### src/rtl/cld_pkg.sv
// Types and constants of the canonical line discipline.
package cld_pkg;

   typedef struct packed {
      logic [2:0] op;
      logic [7:0] data_byte;
   } req_type;

   typedef struct packed {
      logic [2:0] kind;
      logic [7:0] out_byte;
      logic       last;
   } rsp_type;

   localparam logic [2:0] OP_TYPED  = 3'd0;
   localparam logic [2:0] OP_READ   = 3'd1;
   localparam logic [2:0] OP_INJECT = 3'd2;
   localparam logic [2:0] OP_FLUSH  = 3'd3;
   localparam logic [2:0] OP_CLEAR  = 3'd4;

   localparam logic [2:0] KIND_ECHO  = 3'd0;
   localparam logic [2:0] KIND_DATA  = 3'd1;
   localparam logic [2:0] KIND_EOF   = 3'd2;
   localparam logic [2:0] KIND_EMPTY = 3'd3;
   localparam logic [2:0] KIND_INTR  = 3'd4;

   localparam logic [2:0] REG_CANONICAL = 3'd0;
   localparam logic [2:0] REG_ECHO      = 3'd1;
   localparam logic [2:0] REG_SIGNAL    = 3'd2;
   localparam logic [2:0] REG_INTR_CHAR = 3'd3;
   localparam logic [2:0] REG_EOF_CHAR  = 3'd4;

   localparam logic [7:0] RESET_INTR_CHAR = 8'h03;
   localparam logic [7:0] RESET_EOF_CHAR  = 8'h04;

   localparam logic [7:0] CONT_MASK    = 8'hC0;
   localparam logic [7:0] CONT_TAG     = 8'h80;
   localparam logic [7:0] CHAR_BS      = 8'h08;
   localparam logic [7:0] CHAR_NEWLINE = 8'h0A;
   localparam logic [7:0] CHAR_SPACE   = 8'h20;

endpackage

### src/rtl/cld_ram.sv
// Generic single-port-write, single-port-read RAM with registered read data.
module cld_ram #(
   parameter  int WIDTH = 8,
   parameter  int DEPTH = 256,
   localparam int AW    = $clog2(DEPTH)
) (
   input  logic             clock,
   input  logic             wr_en,
   input  logic [AW-1:0]    wr_addr,
   input  logic [WIDTH-1:0] wr_data,
   input  logic             rd_en,
   input  logic [AW-1:0]    rd_addr,
   output logic [WIDTH-1:0] rd_data
);

   logic [WIDTH-1:0] mem [DEPTH];
   logic [WIDTH-1:0] rd_data_ff;

   always_ff @(posedge clock) begin
      if (wr_en) begin
         mem[wr_addr] <= wr_data;
      end
      if (rd_en) begin
         rd_data_ff <= mem[rd_addr];
      end
   end

   assign rd_data = rd_data_ff;

endmodule

### src/rtl/canonical_line_discipline.sv
// Canonical line discipline: line editor and read ring around two RAMs.
//
// Channels: req (op, data_byte) carries typed bytes, reads, injects,
// flushes and clears; rsp (kind, out_byte, last) carries echoes, read
// bytes, read status and interrupt events, with last set on the final
// result of an item; csr writes one of five configuration registers
// by index. Items are taken one at a time. Raw, inject, flush and clear
// items and typed bytes that echo nothing finish in the accept; echoed
// bytes, interrupts and end-of-file or empty reads go on to emit a
// result; a read that returns data emits after the registered ring RAM
// read. Back-space reads and checks the line RAM once per removed byte,
// then emits its echo results. A line flush (newline or end-of-file)
// copies the line RAM into the ring RAM at one byte a cycle.
// Results leave through an output register, so the next item is taken
// while a result waits; a stalled receiver holds back only an item that
// needs to emit. Reset clears the length, pointers, end-of-file mark and
// registers to their defaults; the RAM contents are left as they are and
// need no clearing pass.
module canonical_line_discipline #(
   parameter int BUFFER_DEPTH = 256
) (
   input  logic             clock,
   input  logic             reset,
   input  logic             req_valid,
   output logic             req_ready,
   input  cld_pkg::req_type req_payload,
   output logic             rsp_valid,
   input  logic             rsp_ready,
   output cld_pkg::rsp_type rsp_payload,
   input  logic             csr_valid,
   output logic             csr_ready,
   input  logic [2:0]       csr_index,
   input  logic [7:0]       csr_data
);

   import cld_pkg::*;

   localparam int AW = $clog2(BUFFER_DEPTH);
   localparam logic [AW:0]   LEN_D   = (AW+1)'(BUFFER_DEPTH);
   localparam logic [AW:0]   PTR_MAX = (AW+1)'(2*BUFFER_DEPTH - 1);
   localparam logic [AW+1:0] CNT_D   = (AW+2)'(BUFFER_DEPTH);
   localparam logic [AW+1:0] TWO_D   = (AW+2)'(2*BUFFER_DEPTH);

   localparam logic [2:0] S_IDLE    = 3'd0;
   localparam logic [2:0] S_BS_RD   = 3'd1;
   localparam logic [2:0] S_BS_CHK  = 3'd2;
   localparam logic [2:0] S_RD_WAIT = 3'd3;
   localparam logic [2:0] S_EMIT    = 3'd4;
   localparam logic [2:0] S_MOVE    = 3'd5;

   logic [2:0]  state_ff, state_in;
   logic [AW:0] len_ff, len_in;
   logic [AW:0] wp_ff, wp_in;
   logic [AW:0] rp_ff, rp_in;
   logic        eof_ff, eof_in;
   logic        canon_ff, echo_ff, sig_ff;
   logic [7:0]  intr_char_ff, eof_char_ff;
   logic [2:0]  em_kind_ff, em_kind_in;
   logic [7:0]  em_byte_ff, em_byte_in;
   logic        em_bs_ff, em_bs_in;
   logic [1:0]  em_total_ff, em_total_in;
   logic [1:0]  em_idx_ff, em_idx_in;
   logic        em_move_ff, em_move_in;
   logic [AW:0] mv_cnt_ff, mv_cnt_in;
   logic        mv_vld_ff, mv_vld_in;
   logic        rsp_valid_ff, rsp_valid_in;
   rsp_type     rsp_data_ff, rsp_data_in;

   logic [AW+1:0] ring_cnt;
   logic          ring_full, ring_empty;
   logic [AW:0]   wp_next, rp_next, wp_wrap, rp_wrap, len_dec;
   logic          push_req;
   logic [7:0]    push_data;
   logic          em_last;
   logic [7:0]    em_out_byte;

   logic          line_we, line_re, ring_we, ring_re;
   logic [AW-1:0] line_waddr, line_raddr, ring_raddr;
   logic [7:0]    line_wdata, line_rdata, ring_rdata;

   cld_ram #(.WIDTH(8), .DEPTH(BUFFER_DEPTH)) u_line_ram (
      .clock   (clock),
      .wr_en   (line_we),
      .wr_addr (line_waddr),
      .wr_data (line_wdata),
      .rd_en   (line_re),
      .rd_addr (line_raddr),
      .rd_data (line_rdata)
   );

   cld_ram #(.WIDTH(8), .DEPTH(BUFFER_DEPTH)) u_ring_ram (
      .clock   (clock),
      .wr_en   (ring_we),
      .wr_addr (wp_wrap[AW-1:0]),
      .wr_data (push_data),
      .rd_en   (ring_re),
      .rd_addr (ring_raddr),
      .rd_data (ring_rdata)
   );

   always_comb begin
      if (wp_ff >= rp_ff) begin
         ring_cnt = {1'b0, wp_ff} - {1'b0, rp_ff};
      end else begin
         ring_cnt = {1'b0, wp_ff} + TWO_D - {1'b0, rp_ff};
      end
      ring_full  = (ring_cnt >= CNT_D);
      ring_empty = (ring_cnt == '0);
      wp_next    = (wp_ff == PTR_MAX) ? '0 : wp_ff + 1'b1;
      rp_next    = (rp_ff == PTR_MAX) ? '0 : rp_ff + 1'b1;
      wp_wrap    = (wp_ff >= LEN_D) ? wp_ff - LEN_D : wp_ff;
      rp_wrap    = (rp_ff >= LEN_D) ? rp_ff - LEN_D : rp_ff;
      len_dec    = len_ff - 1'b1;
      em_last    = (em_idx_ff == em_total_ff - 2'd1);
      if (em_bs_ff) begin
         em_out_byte = (em_idx_ff == 2'd1) ? CHAR_SPACE : CHAR_BS;
      end else begin
         em_out_byte = em_byte_ff;
      end
   end

   always_comb begin
      state_in     = state_ff;
      len_in       = len_ff;
      wp_in        = wp_ff;
      rp_in        = rp_ff;
      eof_in       = eof_ff;
      em_kind_in   = em_kind_ff;
      em_byte_in   = em_byte_ff;
      em_bs_in     = em_bs_ff;
      em_total_in  = em_total_ff;
      em_idx_in    = em_idx_ff;
      em_move_in   = em_move_ff;
      mv_cnt_in    = mv_cnt_ff;
      mv_vld_in    = mv_vld_ff;
      rsp_valid_in = rsp_valid_ff && !rsp_ready;
      rsp_data_in  = rsp_data_ff;
      push_req     = 1'b0;
      push_data    = req_payload.data_byte;
      line_we      = 1'b0;
      line_waddr   = len_ff[AW-1:0];
      line_wdata   = req_payload.data_byte;
      line_re      = 1'b0;
      line_raddr   = len_dec[AW-1:0];
      ring_we      = 1'b0;
      ring_re      = 1'b0;
      ring_raddr   = rp_wrap[AW-1:0];

      case (state_ff)
         S_IDLE: begin
            if (req_valid) begin
               em_idx_in   = 2'd0;
               em_bs_in    = 1'b0;
               em_total_in = 2'd1;
               em_move_in  = 1'b0;
               em_byte_in  = 8'h00;
               mv_cnt_in   = '0;
               mv_vld_in   = 1'b0;
               case (req_payload.op)
                  OP_TYPED: begin
                     if (!canon_ff) begin
                        push_req = 1'b1;
                     end else if (sig_ff && req_payload.data_byte == intr_char_ff) begin
                        len_in     = '0;
                        em_kind_in = KIND_INTR;
                        state_in   = S_EMIT;
                     end else if (req_payload.data_byte == CHAR_BS) begin
                        if (len_ff != '0) begin
                           state_in = S_BS_RD;
                        end
                     end else if (req_payload.data_byte == eof_char_ff) begin
                        if (len_ff == '0) begin
                           eof_in = 1'b1;
                        end else begin
                           state_in = S_MOVE;
                        end
                     end else if (req_payload.data_byte == CHAR_NEWLINE) begin
                        if (len_ff < LEN_D) begin
                           line_we = 1'b1;
                           len_in  = len_ff + 1'b1;
                        end
                        if (echo_ff) begin
                           em_kind_in = KIND_ECHO;
                           em_byte_in = CHAR_NEWLINE;
                           em_move_in = 1'b1;
                           state_in   = S_EMIT;
                        end else begin
                           state_in = S_MOVE;
                        end
                     end else if (len_ff < LEN_D) begin
                        line_we = 1'b1;
                        len_in  = len_ff + 1'b1;
                        if (echo_ff) begin
                           em_kind_in = KIND_ECHO;
                           em_byte_in = req_payload.data_byte;
                           state_in   = S_EMIT;
                        end
                     end
                  end
                  OP_READ: begin
                     if (!ring_empty) begin
                        ring_re  = 1'b1;
                        state_in = S_RD_WAIT;
                     end else if (eof_ff) begin
                        eof_in     = 1'b0;
                        em_kind_in = KIND_EOF;
                        state_in   = S_EMIT;
                     end else begin
                        em_kind_in = KIND_EMPTY;
                        state_in   = S_EMIT;
                     end
                  end
                  OP_INJECT: begin
                     push_req = 1'b1;
                  end
                  OP_FLUSH: begin
                     wp_in  = '0;
                     rp_in  = '0;
                     eof_in = 1'b0;
                     len_in = '0;
                  end
                  OP_CLEAR: begin
                     len_in = '0;
                  end
                  default: begin
                  end
               endcase
            end
         end
         S_BS_RD: begin
            line_re  = 1'b1;
            state_in = S_BS_CHK;
         end
         S_BS_CHK: begin
            len_in = len_dec;
            if ((line_rdata & CONT_MASK) == CONT_TAG && len_dec != '0) begin
               state_in = S_BS_RD;
            end else if (echo_ff) begin
               em_kind_in  = KIND_ECHO;
               em_bs_in    = 1'b1;
               em_total_in = 2'd3;
               state_in    = S_EMIT;
            end else begin
               state_in = S_IDLE;
            end
         end
         S_RD_WAIT: begin
            em_kind_in = KIND_DATA;
            em_byte_in = ring_rdata;
            rp_in      = rp_next;
            state_in   = S_EMIT;
         end
         S_EMIT: begin
            if (!rsp_valid_ff || rsp_ready) begin
               rsp_valid_in         = 1'b1;
               rsp_data_in.kind     = em_kind_ff;
               rsp_data_in.out_byte = em_out_byte;
               rsp_data_in.last     = em_last;
               em_idx_in            = em_idx_ff + 2'd1;
               if (em_last) begin
                  state_in = em_move_ff ? S_MOVE : S_IDLE;
               end
            end
         end
         S_MOVE: begin
            push_data = line_rdata;
            push_req  = mv_vld_ff;
            line_raddr = mv_cnt_ff[AW-1:0];
            if (mv_cnt_ff < len_ff) begin
               line_re   = 1'b1;
               mv_cnt_in = mv_cnt_ff + 1'b1;
               mv_vld_in = 1'b1;
            end else begin
               mv_vld_in = 1'b0;
               if (!mv_vld_ff) begin
                  len_in   = '0;
                  state_in = S_IDLE;
               end
            end
         end
         default: begin
            state_in = S_IDLE;
         end
      endcase

      if (push_req && !ring_full) begin
         ring_we = 1'b1;
         wp_in   = wp_next;
      end
   end

   always_ff @(posedge clock) begin
      if (reset) begin
         state_ff     <= S_IDLE;
         len_ff       <= '0;
         wp_ff        <= '0;
         rp_ff        <= '0;
         eof_ff       <= 1'b0;
         mv_vld_ff    <= 1'b0;
         rsp_valid_ff <= 1'b0;
         canon_ff     <= 1'b1;
         echo_ff      <= 1'b1;
         sig_ff       <= 1'b1;
         intr_char_ff <= RESET_INTR_CHAR;
         eof_char_ff  <= RESET_EOF_CHAR;
      end else begin
         state_ff     <= state_in;
         len_ff       <= len_in;
         wp_ff        <= wp_in;
         rp_ff        <= rp_in;
         eof_ff       <= eof_in;
         mv_vld_ff    <= mv_vld_in;
         rsp_valid_ff <= rsp_valid_in;
         if (csr_valid) begin
            case (csr_index)
               REG_CANONICAL: canon_ff     <= csr_data[0];
               REG_ECHO:      echo_ff      <= csr_data[0];
               REG_SIGNAL:    sig_ff       <= csr_data[0];
               REG_INTR_CHAR: intr_char_ff <= csr_data;
               REG_EOF_CHAR:  eof_char_ff  <= csr_data;
               default: begin
               end
            endcase
         end
      end
   end

   always_ff @(posedge clock) begin
      em_kind_ff  <= em_kind_in;
      em_byte_ff  <= em_byte_in;
      em_bs_ff    <= em_bs_in;
      em_total_ff <= em_total_in;
      em_idx_ff   <= em_idx_in;
      em_move_ff  <= em_move_in;
      mv_cnt_ff   <= mv_cnt_in;
      rsp_data_ff <= rsp_data_in;
   end

   assign req_ready   = (state_ff == S_IDLE);
   assign csr_ready   = 1'b1;
   assign rsp_valid   = rsp_valid_ff;
   assign rsp_payload = rsp_data_ff;

endmodule

### config.mk
export PLATFORM = sky130hd
export DESIGN_NAME = canonical_line_discipline
export DESIGN_NICKNAME = d
export VERILOG_FILES = /design/src/rtl/cld_pkg.sv /design/src/rtl/cld_ram.sv /design/src/rtl/canonical_line_discipline.sv
export SDC_FILE = /design/constraint.sdc
export NUM_CORES = 2
export LEC_CHECK = 0
export BUFFER_PORTS_ARGS = -buffer_cell sky130_fd_sc_hd__buf_4
export CELL_PAD_IN_SITES_DETAIL_PLACEMENT = 1
export CELL_PAD_IN_SITES_GLOBAL_PLACEMENT = 1
export CORE_MARGIN = 4
export CORE_UTILIZATION = 40
export CTS_CLUSTER_SIZE = 24
export DETAILED_ROUTE_END_ITERATION = 16
export PLACE_DENSITY_LB_ADDON = 0.1
export SYNTH_ARGS = -nofsm -noshare
export SYNTH_HDL_FRONTEND = slang
export SYNTH_SLANG_ARGS = --single-unit
### constraint.sdc
create_clock -name clock -period 17 [get_ports clock]
set_input_delay 2.55 -clock clock [delete_from_list [all_inputs] [get_ports clock]]
set_output_delay 2.55 -clock clock [all_outputs]
set_load 0.1 [all_outputs]
==> flow_metrics.tcl <==
set metrics [dict create \
    path_common_cell "buf_4" \
    seq_area_frac_synth_pct 75.63 \
    async_flop_share_pct 0 \
    worst_slack_ns 9.857 \
    cts.hold.buffers_added 0 \
    finClkSkew_ns 0.06432 \
    critical_path_class "in -> reg" \
    leakage_nw 57.59 \
    ir_worst_vdd_v 0.0001098 \
    drv_cap 0 \
    synth_ff_type "edfxtp_1" \
    clock_latency_ns 0.99 \
    finalSetupViolCount 0 \
    pin_count 42 \
    worst_pin_slew_ns 1.412 \
    drive_gt1_share_pct 18.24 \
    r2r_slack_ns 10.48 \
    synth.cell_area_um2 166100 \
    cts.sinks 4200 \
    synth_commonest_cells "4148 x edfxtp_1, 1441 x nand2_1, 841 x mux4_2" \
    post_cts_buffers 0 \
    cts_tree "done" \
    synth_cell_type_count 95 \
    cp.arrival_ns 7.71 \
    status "finished clean" \
    clk_pin_slew_worst_paths_ns 0.06 \
    synthCells 9398 \
    areaGrowthSynthToFinish_pct 12.28 \
    synth.most_common_cell "edfxtp_1" \
    coreArea_um2 413400 \
    holdPathStages 0 \
    vias 88830 \
    row_count 236 \
    drtAntennaViolNets 0 \
    grt.overflow.total 0 \
    synth_nets 9458 \
    rsz0062_at_grt "no" \
    gp_congestion 0.8443 \
    finalCritPeriodShare_pct 42.02 \
    avgSynthCellArea_um2 17.67 \
    synth_edf_count 4148 \
    clockBufferDepth 4 \
    hp-class "reg -> reg" \
    yosys-top-cells-area "edfxtp_1 75%, mux4_2 11%, nand2_1 3.3%, nand3_1 1.7%, nor2_1 1.4%" \
    io_buffers 40 \
    htree_levels 5 \
    regToRegEndpoint "u_ring_ram.mem[221][0]" \
    reg2regPathDepth 10 \
    cp_slowest_cell "nor3_1" \
    synth_top_area_share_pct 75.01 \
    setup_tns_ns 0 \
    period_minus_slack_ns 7.143 \
    antenna_found_initial 18 \
    path_max_fanout 46 \
    critPathLaunchType "primary input" \
    yosys_warnings 0 \
    grt_max_degree 152 \
    cpPeakStageDelay_ns 0.93 \
    cts-root-buf "clkbuf_16" \
    cts_inserted_buffers 444 \
    fmax_ghz 0.1400 \
    slew_headroom_pct 5.007 \
    reg2reg_from "rp_ff[3]" \
    grt_pass1_wl_mm 729.7 \
    holdCritStartpoint "em_kind_ff[0]" \
    yosysTopAreaCell "edfxtp_1" \
    nets 9577 \
    drcViolationCount 0 \
    viasPerCell 5.782 \
    gr-usage-all-layers_pct 24.01 \
    cp-end-kind "flop" \
    cp.required_ns 17.57 \
    drt_wl_total_mm 516.3 \
    hold_viol 0 \
    wl_per_cell_um 33.61 \
    nFillCells 38840 \
    dieArea_um2 425500 \
    grt_pass1_vias 92960 \
    cp_top_family "simple AND/OR/NAND/NOR gates" \
    die_h_um 652.3 \
    ys_seq_elements 4200 \
    die_w_um 652.3 \
    crit_chain "buf_8 > buf_4 > or4b_1 > nor4_1 > buf_4 > and2b_1 > a21o_1 > nor3_1 > buf_4 > nand3_1 > buf_4 > nor3_1 > nand2_1 > nor2_1" \
    detailedRoute.firstIterationViolations 8888 \
    path_buf_inv 5 \
    powerDensity_nw_per_um2 120.9 \
    hpwl_mm 312.7 \
    slew_violations 0 \
    post-place-ws_ns 8.856 \
    first_pass_iters 6 \
    start_util_pct 40.17 \
    min_to "rsp_payload[9]" \
    cts_resized 0 \
]
logic make-up after synthesis:
group,Yosys count,synth area share (%)
AO/OA/AOI/OAI,685,2.690
XOR/XNOR,33,0.1740
adder cells (fa/ha/maj),33,0.2531
buffers and inverters,610,1.820
flip-flops,4200,75.63
multiplexers,933,11.97
other,1,0.002258
AND/OR/NAND/NOR,2903,7.459
state kept, by name (all words and copies together), names as in the netlist, 9 cells and up:
name,flops
wp_ff,9
rp_ff,9
len_ff,9
rsp_payload,12
u_ring_ram.mem,2048
u_line_ram.mem,2048
mv_cnt_ff,9
how the worst max path moves through the flow:
stage | startpoint | end | slack (ns) | cells past startpoint
after floorplan | state_ff[1] | u_ring_ram.mem[0][6] | 3.71 | 5
after global placement | req_payload[6] | u_line_ram.mem[67][4] | 8.87 | 14
after detailed placement | req_payload[6] | u_line_ram.mem[78][5] | 8.86 | 14
after CTS | req_payload[6] | u_line_ram.mem[105][3] | 9.90 | 14
after global routing | req_payload[6] | u_line_ram.mem[73][5] | 9.75 | 14
final | req_payload[6] | u_line_ram.mem[101][7] | 9.86 | 14
stage by stage:
stage | hold slack, ns | std cells | total power, W | area (µm²) | utilization [%]
2_1_floorplan | 0.4180 | 9398 | 0.01255 | 166100 | -
3_3_place_gp | 0.4618 | 14550 | 0.01340 | 172600 | 41.75
3_5_place_dp | 0.4447 | 14550 | 0.01342 | 172600 | 41.75
4_1_cts | 0.4681 | 15360 | 0.02277 | 186500 | 45.10
5_1_grt | 0.4810 | 15360 | 0.02329 | 186500 | 45.10
6_report | 0.4627 | 15360 | 0.02255 | 186500 | 45.11
layout make-up:
| cell class | count | area (µm²) | share of cell area (%) |
|---|---|---|---|
| diodes | 5 | 12.51 | 0.006710 |
| clock buffers | 564 | 11780 | 6.319 |
| clock inverters | 248 | 2072 | 1.111 |
| inverters | 31 | 122.6 | 0.06576 |
| multi-input cells | 4588 | 37870 | 20.31 |
| flip-flops and latches | 4200 | 125600 | 67.36 |
| well taps | 5474 | 6849 | 3.673 |
| repair buffers | 252 | 2152 | 1.154 |
power by group:
group | leakage (nW) | internal [W] | switching, W
registers | 37.7 | 0.0114 | 0.0000131
logic | 13.1 | 0.000435 | 0.00135
clock network | 6.74 | 0.00533 | 0.00403
total | 57.6 | 0.0172 | 0.00539
cell usage in the layout (no fill, tap or decap), types with 17 or more instances in the layout:
master,Yosys,routed
nor3_1,34,34
a311oi_1,29,29
xor2_1,20,20
a211oi_1,30,30
clkinv_2,0,80
or3_1,17,17
o22ai_1,39,38
o21ai_0,50,49
nand2_4,0,21
clkbuf_16,0,453
nor2_1,611,603
ha_1,32,32
nand2_1,1441,1421
clkinvlp_4,0,22
mux4_2,841,841
a21oi_1,228,228
clkinv_1,4,99
and3_1,72,72
nor4_1,68,64
nand4_1,20,20
mux2i_1,88,88
nor2b_1,19,19
dfxtp_1,52,48
a32oi_1,17,17
buf_4,72,228
edfxtp_1,4148,4148
clkbuf_1,216,108
a22oi_1,20,20
inv_1,23,23
a31oi_1,116,116
nand3_1,552,540
bufinv_16,0,30
o221ai_1,18,18
worst register-to-register path, delay by kind of cell (launching register included):
kind            cells  cell delay [ns]
fa+ha+maj           1             0.64
buf+inv             2             1.27
flops               1             0.34
mux                 1             0.75
simple gates        2             1.85
compound gates      4             1.26
metal layers:
layer	GRT usage, %	wire (µm)	vias up	share of wire, %
met5	0	13	-	0.0025
met2	40.56	256900	2819	50
li1	-	-	37380	-
met4	7.440	18050	2	3.5
met3	2.783	25780	703	5.0
met1	32.72	215500	47930	42
(Power assumes the default switching activity.)
